<file path="config.mk">
export PLATFORM = sky130hd
export DESIGN_NAME = baud_divisor_search_core
export DESIGN_NICKNAME = d
export VERILOG_FILES = /design/src/sv/bds_pkg.sv /design/src/sv/baud_divisor_search_core.sv
export SDC_FILE = /design/constraint.sdc
export NUM_CORES = 1
export LEC_CHECK = 0
export BUFFER_PORTS_ARGS = -buffer_cell sky130_fd_sc_hd__buf_2
export CORE_MARGIN = 2
export CORE_UTILIZATION = 65
export DETAILED_ROUTE_END_ITERATION = 12
export PLACE_DENSITY = 0.84
export SYNTH_ARGS = -nofsm -noshare
export SYNTH_HDL_FRONTEND = slang
export SYNTH_SLANG_ARGS = --single-unit
</file>
<file path="constraint.sdc">
create_clock -name aclk -period 11.6 [get_ports aclk]
set_input_delay 2.32 -clock aclk [delete_from_list [all_inputs] [get_ports aclk]]
set_output_delay 2.32 -clock aclk [all_outputs]
set_load 0.01 [all_outputs]
</file>
<file path="src/sv/bds_pkg.sv">
`timescale 1ns / 1ps

package bds_pkg;

    // Field widths
    localparam int unsigned CLK_W    = 32;
    localparam int unsigned BAUD_W   = 20;
    localparam int unsigned DIVSR_W  = 8;
    localparam int unsigned STATUS_W = 2;
    localparam int unsigned CFG_IDX_W = 4;
    localparam int unsigned DIV_CNT_W = $clog2(CLK_W);

    // Configuration register indexes
    localparam logic [CFG_IDX_W-1:0] CFG_INPUT_CLOCK_HZ = 4'd0;
    localparam logic [CFG_IDX_W-1:0] CFG_CLOCK_DIV8     = 4'd1;

    // Reset values of the configuration registers
    localparam logic [CLK_W-1:0] INPUT_CLOCK_HZ_RST = 32'd100000000;

    // Result status codes
    localparam logic [STATUS_W-1:0] STATUS_OK    = 2'd0;
    localparam logic [STATUS_W-1:0] STATUS_RANGE = 2'd1;
    localparam logic [STATUS_W-1:0] STATUS_ERROR = 2'd2;

    // Search limits
    localparam logic [BAUD_W-1:0]  BAUD_MAX  = 20'd921600;
    localparam logic [BAUD_W-1:0]  BAUD_MIN  = 20'd110;
    localparam logic [DIVSR_W-1:0] DIV_FIRST = 8'd4;
    localparam logic [DIVSR_W-1:0] DIV_LAST  = 8'd254;
    localparam int unsigned        PRESCALE_SHIFT = 3;

    // Percentage check: floor(err * 100 / target) > 3  <=>  err * 100 >= 4 * target
    localparam int unsigned PCT_W      = CLK_W + 7;
    localparam logic [PCT_W-1:0] PCT_SCALE = 39'd100;
    localparam logic [PCT_W-1:0] PCT_LIMIT = 39'd4;

    typedef enum logic [2:0] {
        ST_IDLE,
        ST_SETUP,
        ST_MUL_GEN,
        ST_DIV_GEN,
        ST_MUL_ACH,
        ST_DIV_ACH,
        ST_COMPARE,
        ST_DONE
    } bds_state_t;

endpackage

</file>
<file path="src/sv/baud_divisor_search_core.sv">
`timescale 1ns / 1ps

// UART baud divisor search. Each transaction on the s_ channel carries a
// requested baud rate; the core answers with one transaction on the m_
// channel giving the status, the baud generator count, the divisor (4..254)
// and the absolute rate error of the best pair found. Requests below 110 or
// above 921600, or whose double exceeds input_clock_hz, pass from setup
// straight to the done state and return status 1. Otherwise the core walks
// all 251 divisors through a single restoring divider that retires one
// quotient bit per cycle: each divisor takes a multiply step and a division
// for the generator count, the same again for the achieved rate, and a
// compare step. Divisors whose generator count comes out zero skip the
// second division and the compare. s_ready is high only while the core is
// idle; a finished result sits in the output register, so the next request
// can be taken while the previous result still waits on m_ready. Configuration
// writes (cfg index 0: input_clock_hz, index 1: clock_div8) are always
// accepted and must only be issued while no search is running.
module baud_divisor_search_core (
    input  logic                            aclk,
    input  logic                            aresetn,

    input  logic                            cfg_valid,
    output logic                            cfg_ready,
    input  logic [bds_pkg::CFG_IDX_W-1:0]   cfg_index,
    input  logic [bds_pkg::CLK_W-1:0]       cfg_data,

    input  logic                            s_valid,
    output logic                            s_ready,
    input  logic [bds_pkg::BAUD_W-1:0]      s_target_baud,

    output logic                            m_valid,
    input  logic                            m_ready,
    output logic [bds_pkg::STATUS_W-1:0]    m_status,
    output logic [bds_pkg::CLK_W-1:0]       m_generator_count,
    output logic [bds_pkg::DIVSR_W-1:0]     m_divisor,
    output logic [bds_pkg::CLK_W-1:0]       m_rate_error
);

    localparam logic [bds_pkg::DIV_CNT_W-1:0] DIV_CNT_LAST =
        bds_pkg::DIV_CNT_W'(bds_pkg::CLK_W - 1);

    // Configuration registers
    logic [bds_pkg::CLK_W-1:0]      clk_hz_reg;
    logic                           div8_reg;

    // Sequencer
    bds_pkg::bds_state_t            state_reg, state_next;

    // Working registers for one search
    logic [bds_pkg::BAUD_W-1:0]     target_reg;
    logic [bds_pkg::CLK_W-1:0]      ref_clk_reg;
    logic [bds_pkg::DIVSR_W-1:0]    d_reg;
    logic                           reject_reg;
    logic                           found_reg;
    logic [bds_pkg::CLK_W-1:0]      gen_reg;
    logic [bds_pkg::CLK_W-1:0]      best_err_reg;
    logic [bds_pkg::CLK_W-1:0]      best_gen_reg;
    logic [bds_pkg::DIVSR_W-1:0]    best_div_reg;

    // Shared divider: quotient shifts in while the dividend shifts out
    logic [bds_pkg::CLK_W-1:0]      den_reg;
    logic [bds_pkg::CLK_W-1:0]      rem_reg;
    logic [bds_pkg::CLK_W-1:0]      quo_reg;
    logic [bds_pkg::DIV_CNT_W-1:0]  div_cnt_reg;

    // Output register
    logic                           m_valid_reg;
    logic [bds_pkg::STATUS_W-1:0]   m_status_reg;
    logic [bds_pkg::CLK_W-1:0]      m_gen_reg;
    logic [bds_pkg::DIVSR_W-1:0]    m_div_reg;
    logic [bds_pkg::CLK_W-1:0]      m_err_reg;

    // Control decoded from the state
    logic                           div_load;
    logic                           div_step;
    logic                           capture_gen;
    logic                           update_cand;
    logic                           advance_d;
    logic                           load_result;

    logic                           reject_now;
    logic                           div_last;
    logic                           d_last;
    logic                           gen_zero;
    logic [bds_pkg::DIVSR_W-1:0]    mult_m;
    logic [bds_pkg::CLK_W-1:0]      mul_a;
    logic [bds_pkg::CLK_W+bds_pkg::DIVSR_W-1:0] mul_prod;
    logic [bds_pkg::CLK_W:0]        div_shift;
    logic                           div_fits;
    logic [bds_pkg::CLK_W:0]        div_diff;
    logic [bds_pkg::CLK_W-1:0]      target_ext;
    logic [bds_pkg::CLK_W-1:0]      cand_err;
    logic                           cand_better;
    logic [bds_pkg::PCT_W-1:0]      pct_lhs;
    logic [bds_pkg::PCT_W-1:0]      pct_rhs;
    logic                           pct_over;
    logic [bds_pkg::STATUS_W-1:0]   res_status;
    logic [bds_pkg::CLK_W-1:0]      res_gen;
    logic [bds_pkg::DIVSR_W-1:0]    res_div;
    logic [bds_pkg::CLK_W-1:0]      res_err;

    assign cfg_ready = 1'b1;
    assign s_ready   = (state_reg == bds_pkg::ST_IDLE);

    // Range and too-fast checks use the undivided clock
    assign reject_now = (target_reg > bds_pkg::BAUD_MAX) || (target_reg < bds_pkg::BAUD_MIN) ||
                        (bds_pkg::CLK_W'({target_reg, 1'b0}) > clk_hz_reg);

    assign div_last = (div_cnt_reg == DIV_CNT_LAST);
    assign d_last   = (d_reg == bds_pkg::DIV_LAST);
    assign gen_zero = (quo_reg == '0);

    // Single multiplier: target * (d + 1) for the generator divide, then
    // gen * (d + 1) for the achieved-rate divide. gen * (d + 1) never exceeds
    // the clock, so the low 32 bits are exact in both uses.
    assign mult_m   = d_reg + 8'd1;
    assign mul_a    = (state_reg == bds_pkg::ST_MUL_ACH) ? quo_reg
                                                         : bds_pkg::CLK_W'(target_reg);
    assign mul_prod = mul_a * mult_m;

    // One restoring step: remainder stays below den, so the difference fits
    assign div_shift = {rem_reg, quo_reg[bds_pkg::CLK_W-1]};
    assign div_fits  = (div_shift >= {1'b0, den_reg});
    assign div_diff  = div_shift - {1'b0, den_reg};

    // Candidate error against the achieved rate left in the quotient
    assign target_ext  = bds_pkg::CLK_W'(target_reg);
    assign cand_err    = (quo_reg > target_ext) ? (quo_reg - target_ext)
                                                : (target_ext - quo_reg);
    assign cand_better = !found_reg || (cand_err < best_err_reg);

    // Percentage test without a divide
    assign pct_lhs  = bds_pkg::PCT_W'(best_err_reg) * bds_pkg::PCT_SCALE;
    assign pct_rhs  = bds_pkg::PCT_W'(target_reg) * bds_pkg::PCT_LIMIT;
    assign pct_over = (pct_lhs >= pct_rhs);

    // Next state
    always_comb begin
        state_next = state_reg;
        case (state_reg)
            bds_pkg::ST_IDLE: begin
                if (s_valid) begin
                    state_next = bds_pkg::ST_SETUP;
                end
            end
            bds_pkg::ST_SETUP: begin
                state_next = reject_now ? bds_pkg::ST_DONE : bds_pkg::ST_MUL_GEN;
            end
            bds_pkg::ST_MUL_GEN: begin
                state_next = bds_pkg::ST_DIV_GEN;
            end
            bds_pkg::ST_DIV_GEN: begin
                if (div_last) begin
                    state_next = bds_pkg::ST_MUL_ACH;
                end
            end
            bds_pkg::ST_MUL_ACH: begin
                if (!gen_zero) begin
                    state_next = bds_pkg::ST_DIV_ACH;
                end else if (d_last) begin
                    state_next = bds_pkg::ST_DONE;
                end else begin
                    state_next = bds_pkg::ST_MUL_GEN;
                end
            end
            bds_pkg::ST_DIV_ACH: begin
                if (div_last) begin
                    state_next = bds_pkg::ST_COMPARE;
                end
            end
            bds_pkg::ST_COMPARE: begin
                state_next = d_last ? bds_pkg::ST_DONE : bds_pkg::ST_MUL_GEN;
            end
            bds_pkg::ST_DONE: begin
                if (!m_valid_reg || m_ready) begin
                    state_next = bds_pkg::ST_IDLE;
                end
            end
            default: begin
                state_next = bds_pkg::ST_IDLE;
            end
        endcase
    end

    // Control outputs
    always_comb begin
        div_load    = 1'b0;
        div_step    = 1'b0;
        capture_gen = 1'b0;
        update_cand = 1'b0;
        advance_d   = 1'b0;
        load_result = 1'b0;
        case (state_reg)
            bds_pkg::ST_MUL_GEN: begin
                div_load = 1'b1;
            end
            bds_pkg::ST_DIV_GEN: begin
                div_step = 1'b1;
            end
            bds_pkg::ST_MUL_ACH: begin
                capture_gen = 1'b1;
                div_load    = !gen_zero;
                advance_d   = gen_zero;
            end
            bds_pkg::ST_DIV_ACH: begin
                div_step = 1'b1;
            end
            bds_pkg::ST_COMPARE: begin
                update_cand = cand_better;
                advance_d   = 1'b1;
            end
            bds_pkg::ST_DONE: begin
                load_result = !m_valid_reg || m_ready;
            end
            default: begin
            end
        endcase
    end

    // Result selection
    always_comb begin
        res_status = bds_pkg::STATUS_OK;
        res_gen    = best_gen_reg;
        res_div    = best_div_reg;
        res_err    = best_err_reg;
        if (reject_reg) begin
            res_status = bds_pkg::STATUS_RANGE;
            res_gen    = '0;
            res_div    = '0;
            res_err    = '0;
        end else if (!found_reg) begin
            res_status = bds_pkg::STATUS_ERROR;
            res_gen    = '0;
            res_div    = '0;
            res_err    = '0;
        end else if (pct_over) begin
            res_status = bds_pkg::STATUS_ERROR;
            res_gen    = '0;
            res_div    = '0;
        end
    end

    // Control state
    always_ff @(posedge aclk) begin
        if (!aresetn) begin
            state_reg   <= bds_pkg::ST_IDLE;
            clk_hz_reg  <= bds_pkg::INPUT_CLOCK_HZ_RST;
            div8_reg    <= 1'b0;
            m_valid_reg <= 1'b0;
        end else begin
            state_reg <= state_next;
            if (cfg_valid && cfg_ready) begin
                case (cfg_index)
                    bds_pkg::CFG_INPUT_CLOCK_HZ: clk_hz_reg <= cfg_data;
                    bds_pkg::CFG_CLOCK_DIV8:     div8_reg   <= cfg_data[0];
                    default: begin
                        // drop writes to unmapped indexes
                    end
                endcase
            end
            if (load_result) begin
                m_valid_reg <= 1'b1;
            end else if (m_ready) begin
                m_valid_reg <= 1'b0;
            end
        end
    end

    // Datapath
    always_ff @(posedge aclk) begin
        if (s_valid && s_ready) begin
            target_reg <= s_target_baud;
        end

        if (state_reg == bds_pkg::ST_SETUP) begin
            // Start a new search from the first divisor
            reject_reg   <= reject_now;
            ref_clk_reg  <= div8_reg ? (clk_hz_reg >> bds_pkg::PRESCALE_SHIFT) : clk_hz_reg;
            d_reg        <= bds_pkg::DIV_FIRST;
            found_reg    <= 1'b0;
            best_err_reg <= '0;
            best_gen_reg <= '0;
            best_div_reg <= '0;
        end

        if (div_load) begin
            den_reg     <= mul_prod[bds_pkg::CLK_W-1:0];
            rem_reg     <= '0;
            quo_reg     <= ref_clk_reg;
            div_cnt_reg <= '0;
        end else if (div_step) begin
            rem_reg     <= div_fits ? div_diff[bds_pkg::CLK_W-1:0]
                                    : div_shift[bds_pkg::CLK_W-1:0];
            quo_reg     <= {quo_reg[bds_pkg::CLK_W-2:0], div_fits};
            div_cnt_reg <= div_cnt_reg + 1'b1;
        end

        if (capture_gen) begin
            gen_reg <= quo_reg;
        end

        if (update_cand) begin
            found_reg    <= 1'b1;
            best_err_reg <= cand_err;
            best_gen_reg <= gen_reg;
            best_div_reg <= d_reg;
        end

        if (advance_d) begin
            d_reg <= d_reg + 8'd1;
        end

        if (load_result) begin
            m_status_reg <= res_status;
            m_gen_reg    <= res_gen;
            m_div_reg    <= res_div;
            m_err_reg    <= res_err;
        end
    end

    assign m_valid           = m_valid_reg;
    assign m_status          = m_status_reg;
    assign m_generator_count = m_gen_reg;
    assign m_divisor         = m_div_reg;
    assign m_rate_error      = m_err_reg;

    // An accepted request always starts the setup step
    a_accept_setup: assert property (@(posedge aclk) disable iff (!aresetn)
        (s_valid && s_ready) |=> (state_reg == bds_pkg::ST_SETUP))
        else $error("accepted request did not enter setup");

    // A new result only appears out of the publish step
    a_result_source: assert property (@(posedge aclk) disable iff (!aresetn)
        $rose(m_valid_reg) |-> $past(state_reg == bds_pkg::ST_DONE))
        else $error("result raised outside publish step");

    // The divider never runs against a zero denominator
    a_den_nonzero: assert property (@(posedge aclk) disable iff (!aresetn)
        div_step |-> (den_reg != '0))
        else $error("divider stepping with zero denominator");

    // Each division starts from a cleared step count
    a_div_start: assert property (@(posedge aclk) disable iff (!aresetn)
        div_load |=> (div_cnt_reg == '0) && (rem_reg == '0))
        else $error("divider not initialized on load");

    // An accepted pair has a legal divisor and a nonzero generator count
    a_ok_result: assert property (@(posedge aclk) disable iff (!aresetn)
        (m_valid_reg && (m_status_reg == bds_pkg::STATUS_OK)) |->
        (m_div_reg >= bds_pkg::DIV_FIRST) && (m_div_reg <= bds_pkg::DIV_LAST) &&
        (m_gen_reg != '0))
        else $error("ok result with illegal divisor or zero generator");

    // A failed search reports no pair
    a_fail_result: assert property (@(posedge aclk) disable iff (!aresetn)
        (m_valid_reg && (m_status_reg != bds_pkg::STATUS_OK)) |->
        (m_div_reg == '0) && (m_gen_reg == '0))
        else $error("failed result carries a divisor pair");

endmodule
</file>
==> flow_metrics.tcl <==
set metrics [dict create \
    cp.arrival_ns 8.34 \
    postCtsSetupRepairBufs 0 \
    synth_xor_area_share_pct 3.53 \
    fp.dieH_um 220 \
    placed_area_sq_um 31400 \
    start_util_pct 65.4 \
    synth_area_per_cell_sq_um 9.53 \
    hold_violations 0 \
    clk_path_buf_depth 3 \
    ios 138 \
    hold_depth 2 \
    port-buffer-count 136 \
    grt_pass1_vias 23200 \
    criticalPathCategory "flip-flop to flip-flop" \
    path_max_fanout 28 \
    syn_area_sq_um 30200 \
    r2r-end "den_reg[31]$_DFFE_PP_" \
    worstHoldEndpoint "div_cnt_reg[4]$_SDFFE_PP0P_" \
    synth_top_family_by_area "adder cells" \
    grtUsageTotal_pct 33.8 \
    grt_overflow_total 0 \
    r2r_cells 21 \
    timing.final.max_slew_violations 0 \
    status "completed" \
    synth_seq_cells 378 \
    tightest_slew_ns 1.07 \
    hpwl_um 61300 \
    die_w_um 220 \
    p_leak_nw 14.4 \
    cts_root_buf "clkbuf_16" \
    gp_congestion 0.953 \
    crit_chain "ha_1, nand3_1, xor2_1, buf_4, or2_2, fa_1, fa_1, inv_1, fa_1, inv_1, fa_1, inv_1, ha_1, or3_1, o221a_2, o31ai_1, o31ai_1, o41ai_1, o311a_1, a21oi_1, xnor2_1" \
    min-delay-path-class "flip-flop to flip-flop" \
    stdcell_area_sq_um 32900 \
    synthCells 3175 \
    crit_top_cell "fa_1" \
    path_clk_slew_ns 0.07 \
    synth_top_area_share_pct 30.1 \
    grt_pass1_wl_um 126000 \
    nets 3795 \
    synth-adder-area-share_pct 24.2 \
    irDropWorstVdd_mv 0.307 \
    ant_nets 0 \
    skew_ns 0.0202 \
    coreArea_sq_um 46300 \
    synth_cell_type_count 83 \
    yosysSeqAreaShare_pct 35.0 \
    whs_ns 0.461 \
    clk_latency_ns 0.59 \
    power_density_nw_per_um2 247 \
    yosysWarningCount 0 \
    drt-initial-drc-count 2531 \
    min_from "div_cnt_reg[4]$_SDFFE_PP0P_" \
    finalCritPeriodShare_pct 69.1 \
    fin_cells 3905 \
    drcViolationCount 0 \
    wl_um 80400 \
    place_inst 3824 \
    dieArea_sq_um 48300 \
    cts.sinks 378 \
    antenna_found_initial 2 \
    post_cts_resized 0 \
    cts_max_level 2 \
    rsz0062_at_grt "no" \
    syn_to_final_growth_pct 8.66 \
    ys_async_sr_fraction_pct 0 \
    synth_edf_count 303 \
    hold_buffers 0 \
    rrSetupSlack_ns 3.58 \
    synth.area.mux_share_pct 1.92 \
    cts_made_buffers 42 \
    synth_ff_type "edfxtp_1" \
    drv_cap 0 \
    vias_per_cell 6.09 \
    fmaxAchievable_mhz 125 \
    crit_path_end_kind "flip-flop" \
    wl_per_cell_um 20.6 \
    row_count 79 \
    grt_start_max_net_pins 91 \
    finalSetupViolCount 0 \
    critPathLaunchType "flip-flop" \
    max-slew-margin-rel_pct 28.5 \
    min_period_ns 8.02 \
    cts_tree "built" \
    setup_tns_ns 0 \
    synth-simple-area-share_pct 16.0 \
    cp_slowest_cell "edfxtp_1" \
    synth_top_area_cell "edfxtp_1" \
    vias 23800 \
    drt-pass1-iter-count 6 \
    syn_nets 3709 \
    slowest_delay_ns 0.98 \
    synth_compound_area_share_pct 12.4 \
    regToRegStartpoint "d_reg[0]$_SDFFCE_PN0P_" \
    yosys-top-cells-area "edfxtp_1 (30%), fa_1 (12%), ha_1 (12%)" \
    required_ns 11.92 \
    drive_gt1_share_pct 9.86 \
    p_total_mw 8.12 \
]
-- per-layer routing --
layer	global-route usage, %	up-vias	wire, um
li1	-	10900	-
met1	47.7	11400	33700
met2	52.5	1276	35800
met3	7.44	175	8470
met4	9.87	2	2480
met5	0	-	18
-- cell type report --
type	instances	area (sq um)
sequential	378	10600
multi-input combinational	2252	17600
inverter	428	1610
fill	3422	13400
timing repair buffer	159	853
clock inverter	22	275
antenna	3	7.51
tap	607	759
clock buffer	56	1140
-- critical path, delay by kind of cell, from the launching register on --
family                     cells  cell delay (ns)
adders and majority gates      6             2.73
AOI/OAI and AO/OA              6             2.20
DFF                            1             0.98
and+or+nand+nor                3             0.70
xor gates and xnor gates       2             0.59
buffers and inverters          4             0.53
-- worst max-delay path by stage --
stage | cells past startpoint | end | startpoint
floorplan | 21 | den_reg[31]$_DFFE_PP_ | state_reg[0]$_SDFFE_PN0P_
global placement | 21 | den_reg[31]$_DFFE_PP_ | d_reg[0]$_SDFFCE_PN0P_
detailed placement | 21 | den_reg[31]$_DFFE_PP_ | d_reg[0]$_SDFFCE_PN0P_
CTS | 21 | den_reg[31]$_DFFE_PP_ | d_reg[0]$_SDFFCE_PN0P_
global route | 21 | den_reg[31]$_DFFE_PP_ | d_reg[0]$_SDFFCE_PN0P_
finish | 21 | den_reg[31]$_DFFE_PP_ | d_reg[0]$_SDFFCE_PN0P_
-- kinds of logic after synthesis --
kind of cell / after synthesis
AO/OA/AOI/OAI: 600
XOR/XNOR: 122
adder cells (fa/ha/maj): 473
buffers and inverters: 545
flip-flops: 378
multiplexers: 57
other: 1
AND/OR/NAND/NOR: 999
-- report_power, final --
group	leakage (nW)	internal (mW)	switching, mW
sequential	3.44	1.79	0.177
combinational	10.3	1.88	2.90
clock	0.688	0.797	0.578
total	14.4	4.47	3.65
-- per-stage QoR --
stage	setup WS [ns]	utilization (%)
2_1_floorplan	4.78	-
4_1_cts	3.66	71.0
5_1_grt	3.20	71.0
3_3_place_gp	3.93	68.0
6_report	3.58	71.1
3_5_place_dp	3.73	68.0
-- cell usage in the layout, fill, tap and decap left out, types with 48 or more instances in the layout --
cell type and count:
ha_1 287, and2_1 124, nor2_1 275, edfxtp_1 303, xnor2_1 79, nand2_1 259, o21ai_0 163, or2_2 64
dfxtp_1 75, a21oi_1 173, mux2i_1 48, buf_2 136, nand3_1 76, a21o_1 71, fa_1 186, inv_1 427
-- cell usage after synthesis (7+ instances only) --
cell and count:
mux2_2 9, a21o_1 71, nor4_1 14, xor2_1 42
a32oi_1 8, nor2_1 277, nor2b_1 33, mux2i_1 48
o21ai_0 163, fa_1 186, a21oi_1 174, and2_1 124
clkbuf_1 98, ha_1 287, nand3_1 76, inv_1 427
a21boi_0 7, o21a_1 25, edfxtp_1 303, or3_1 13
nand2b_1 25, dfxtp_1 75, a31oi_1 15, nand2_1 260
nand4_1 31, o211ai_1 25, xnor2_1 80, a211oi_1 13
buf_2 11, o31ai_1 14, or2_2 64, and3_1 19
nor3_1 39, o21bai_1 17
No activity file was read; power rests on OpenSTA's default activity.
